[config.mk]
export PLATFORM = sky130hd
export DESIGN_NAME = gml1_ram
export DESIGN_NICKNAME = d
export VERILOG_FILES = /design/src/rtl/gml1_ram.sv
export SDC_FILE = /design/constraint.sdc
export NUM_CORES = 2
export LEC_CHECK = 0
export CORE_UTILIZATION = 57
export DETAILED_ROUTE_END_ITERATION = 10
export DONT_BUFFER_PORTS = 1
export HOLD_SLACK_MARGIN = 0.15
export PLACE_DENSITY = 0.83
export SLEW_MARGIN = 20
export SYNTH_ARGS = -nofsm -noshare
export SYNTH_HDL_FRONTEND = slang
export SYNTH_SLANG_ARGS = --single-unit
[constraint.sdc]
create_clock -name i_clk -period 2.7 [get_ports i_clk]
set_clock_uncertainty 0.15 [all_clocks]
set_input_delay 0.675 -clock i_clk [delete_from_list [all_inputs] [get_ports i_clk]]
set_output_delay 0.675 -clock i_clk [all_outputs]
set_load 0.05 [all_outputs]
[src/rtl/gml1_ram.sv]
// ----------------------------------------------------------------------------
// gml1_ram
// Simple dual-port RAM: one write port, one read port, registered read.
// ----------------------------------------------------------------------------
module gml1_ram #(
    parameter int WIDTH = 8,
    parameter int DEPTH = 256
) (
    input  logic                     i_clk,
    input  logic                     i_we,
    input  logic [$clog2(DEPTH)-1:0] i_waddr,
    input  logic [WIDTH-1:0]         i_wdata,
    input  logic [$clog2(DEPTH)-1:0] i_raddr,
    output logic [WIDTH-1:0]         o_rdata
);

    logic [WIDTH-1:0] r_mem [DEPTH];

    always_ff @(posedge i_clk) begin
        if (i_we) begin
            r_mem[i_waddr] <= i_wdata;
        end
        o_rdata <= r_mem[i_raddr];
    end

endmodule

==> key figures <==
Drt
  – Pre-antenna DRT Iters: 6
  – Avg Vias per Cell: about 7
  – Post-route DRC: 0
  – DR WL/cell: approximately 35 µm
  – Vias: approximately 44000
  – Total routed wirelength: 219000 µm
  – DRT antenna net count: 0
  – DRT iter0 DRCs: just over 7000

Timing
  – Setup TNS Final: 0 ns
  – Slew Viols, Final: 0
  – Tmin final: about 2.7 ns
  – Max_slew headroom: between 30% and 40%
  – Endpoints failing setup: 0
  – Fmax: between 0.3 and 0.4 GHz
  – Unrepaired setup endpoints after global routing: no
  – Fin. Hold Viols: between 300 and 400
  – Worst Max-Slew Pin Slew: ~0.97 ns
  – Hold WS: -0.188 ns
  – Crit share post-route: 99.1%

Synthesis
  – #FFs+latches synth: 2056
  – Count of cell types in the netlist: 55
  – Top FF cell, synth: edfxtp_1
  – Synthesized instance count: about 3700
  – Mean post-synth cell area: ~21 µm²
  – Mapped cell area: 79600 µm²
  – Post-synth EDFFs: about 2000
  – Async S/R FF share, synth: 0%
  – Syn nets: around 3800
  – Ys Warns: 0
  – Seq/Total Area, Yosys: between 70% and 80%

Clocking
  – Clock tree root buffer cell: clkbuf_16
  – H-tree levels: 4
  – Clk slew on worst S/H paths: ~0.070 ns
  – CTS tree: built
  – Clk buf depth: 3
  – Clk_lat worst skew: ~0.84 ns
  – Cts bufs inserted: around 190
  – CTS sink cnt: between 2000 and 2500

Cells and area
  – Synth-to-Final Area Change: 14.6%
  – Filler cell count: approximately 8000
  – Proportion of layout cells with a drive suffix above 1: 28.9%
  – Nets: about 4200
  – Multi-input gate area: around 16000 µm²
  – Sequential Area: around 62000 µm²

Global route
  – Gr usage total: 29.4%
  – First-pass GRT wire length: slightly below 300000 µm
  – Total grt overflow: 0
  – Vias in the first global route: 42800
  – Largest net degree at the start of global routing: between 500 and 600
  – Antenna violations before repair: 7

Outcome
  – Failing checks: hold timing
  – Status: finished with violations

Run
  – Max-cap viol count: 0

Placed design
  – DP HPWL: between 100000 and 150000 µm
  – GPL Wtd Cong: between 0.8 and 0.9
  – # port buffers: 0

Pwr
  – Pwr dens: approximately 700 nW/µm²
  – Leak pwr: 0.0292 µW
  – Power, Total: approximately 65000 µW
  – Max VDD drop: 0.720 mV

Setup path
  – CP Max Fanout: 1
  – CP endpoint kind: flop
  – Crit path buffers/inverters: 1
  – Crit path cell chain: mux4_2, mux4_2, nor2b_1, nor4_1, buf_4, nor4_1
  – Slowest cell on crit path: mux4_2
  – CP required: 3.27 ns
  – CP Class: flop to flop
  – WP data arrival: ~3.3 ns
  – CP startpoint kind: flop
  – Top cell family by delay on the critical path: multiplexers
  – CP peak stage delay: 0.57 ns

Floorplanning
  – Die width: 376 µm
  – Die H: between 300 and 400 µm
  – Cell Rows: 136
  – Core area: around 140000 µm²
  – Initial core utilization: 57.6%
  – Ports: 34
  – Die area: 141000 µm²

Hold path
  – Min-Delay Path Class: input pin to flop
## worst register-to-register path, cell delays in order (launching register included)
cell and delay (ns):
edfxtp_1 0.42, mux4_2 0.49, mux4_2 0.57, nor2b_1 0.22, nor4_1 0.48, buf_4 0.20
nor4_1 0.04
## layer usage
layer | vias up | track usage [%] | wire [µm]
met3 | 808 | 7.84 | 29000
met5 | - | 0 | 62
met4 | 8 | 14.3 | 12700
li1 | 16600 | - | -
met1 | 22300 | 37.4 | 70600
met2 | 3993 | 47.3 | 107000
## layout make-up
class	instances	share of cell area, %
Timing Repair Buffer	531	5.15
Antenna cell	3	0.00823
Multi-Input combinational cell	1442	18.1
Sequential cell	2056	67.6
Inverter	2	0.00823
Clock buffer	245	5.52
Tap cell	1863	2.56
Clock inverter	101	1.03
## Yosys cell counts (all sizes together), types with 6 or more instances
cell type,number,area [µm²]
a21oi,96,480
o21ai,12,60.1
nor2b,31,194
nand4,10,62.6
buf,122,1030
nor4,27,188
nor3,22,110
edfxtp,2048,61500
a22o,8,70.1
nor2,282,1060
o211ai,10,75.1
a22oi,133,998
and2,6,37.5
mux2i,134,1340
clkbuf,111,417
mux4,456,10300
nand2,33,124
nand3,34,170
o22ai,28,175
o221ai,47,418
dfxtp,8,160
a221oi,14,129
nand2b,8,50.1
a211oi,16,120
## cell families (layout without fill, tap and decap cells)
| family | count (synthesis) | count (layout) | share of synthesized area, % |
|---|---|---|---|
| buf+inv | 235 | 879 | 1.83 |
| other cells | 0 | 3 | 0 |
| compound gates | 385 | 385 | 3.42 |
| simple gates | 466 | 466 | 2.63 |
| mux | 591 | 591 | 14.6 |
| flops | 2056 | 2056 | 77.5 |
## report_power, final
part	switching, µW	leakage, µW	internal (µW)	total, µW
sequential	179	0.0185	35200	35400
combinational	1540	0.00780	1240	2780
clock	11900	0.00292	14500	26400
## sequential cells by signal, summed over array words and instances (netlist names)
signal   flops
r_mem     2048
o_rdata      8
## final timing paths
| kind | start | to | slack (ns) | depth (start not counted) |
|---|---|---|---|---|
| worst max-delay path | r_mem[81][4] | o_rdata[4] | 0.02 | 6 |
| worst min-delay path | i_wdata[7] | r_mem[69][7] | -0.19 | 0 |
| worst max register to register | r_mem[81][4] | o_rdata[4] | 0.02 | 6 |
| worst min register to register | r_mem[33][5] | o_rdata[5] | 0.96 | 7 |
## placed cells by master (no fill, tap or decap), types with 10 or more instances in the layout
cell       synthesis  final
a22oi_1          133    133
nor3_1            22     22
nor2_1           282    278
buf_4             27    478
clkbuf_16          0    205
bufinv_16          0     14
a221oi_1          13     13
a21oi_1           96     95
nor4_1            24     23
mux2i_1          134    134
edfxtp_1        2048   2048
mux4_2           454    454
clkbuf_1         111     51
o211ai_1          10     10
nor2b_1           31     28
a211oi_1          16     13
buf_12             8     24
nand3_1           34     34
nand2_1           33     33
clkinv_1           1     35
o22ai_1           28     28
o221ai_1          46     46
o21ai_0           10     10
nand4_1           10     10
clkinv_2           0     36
## per-stage QoR
step | utilization [%] | worst slack, ns | std cells | hold WS, ns | area (µm²)
floorplan | - | -0.00232 | 3733 | 0.620 | 79600
global placement | 61.1 | -0.611 | 5842 | 0.641 | 84300
detailed placement | 61.1 | -0.649 | 5842 | 0.647 | 84300
CTS | 65.5 | 0.0412 | 6194 | -0.216 | 90400
global route | 66.1 | 0.00190 | 6240 | -0.219 | 91200
finish | 66.1 | 0.0234 | 6243 | -0.188 | 91200
## timing repair
action	4_1_cts	5_1_grt
buffers inserted	0	23
hold buffers	6	4
endpoints found under the hold margin	2053	1717
gates cloned	0	14
pin swaps	0	2
gates resized for setup	1	8
endpoints found under the setup margin	1	8
Power figures use the tool's default switching activity.
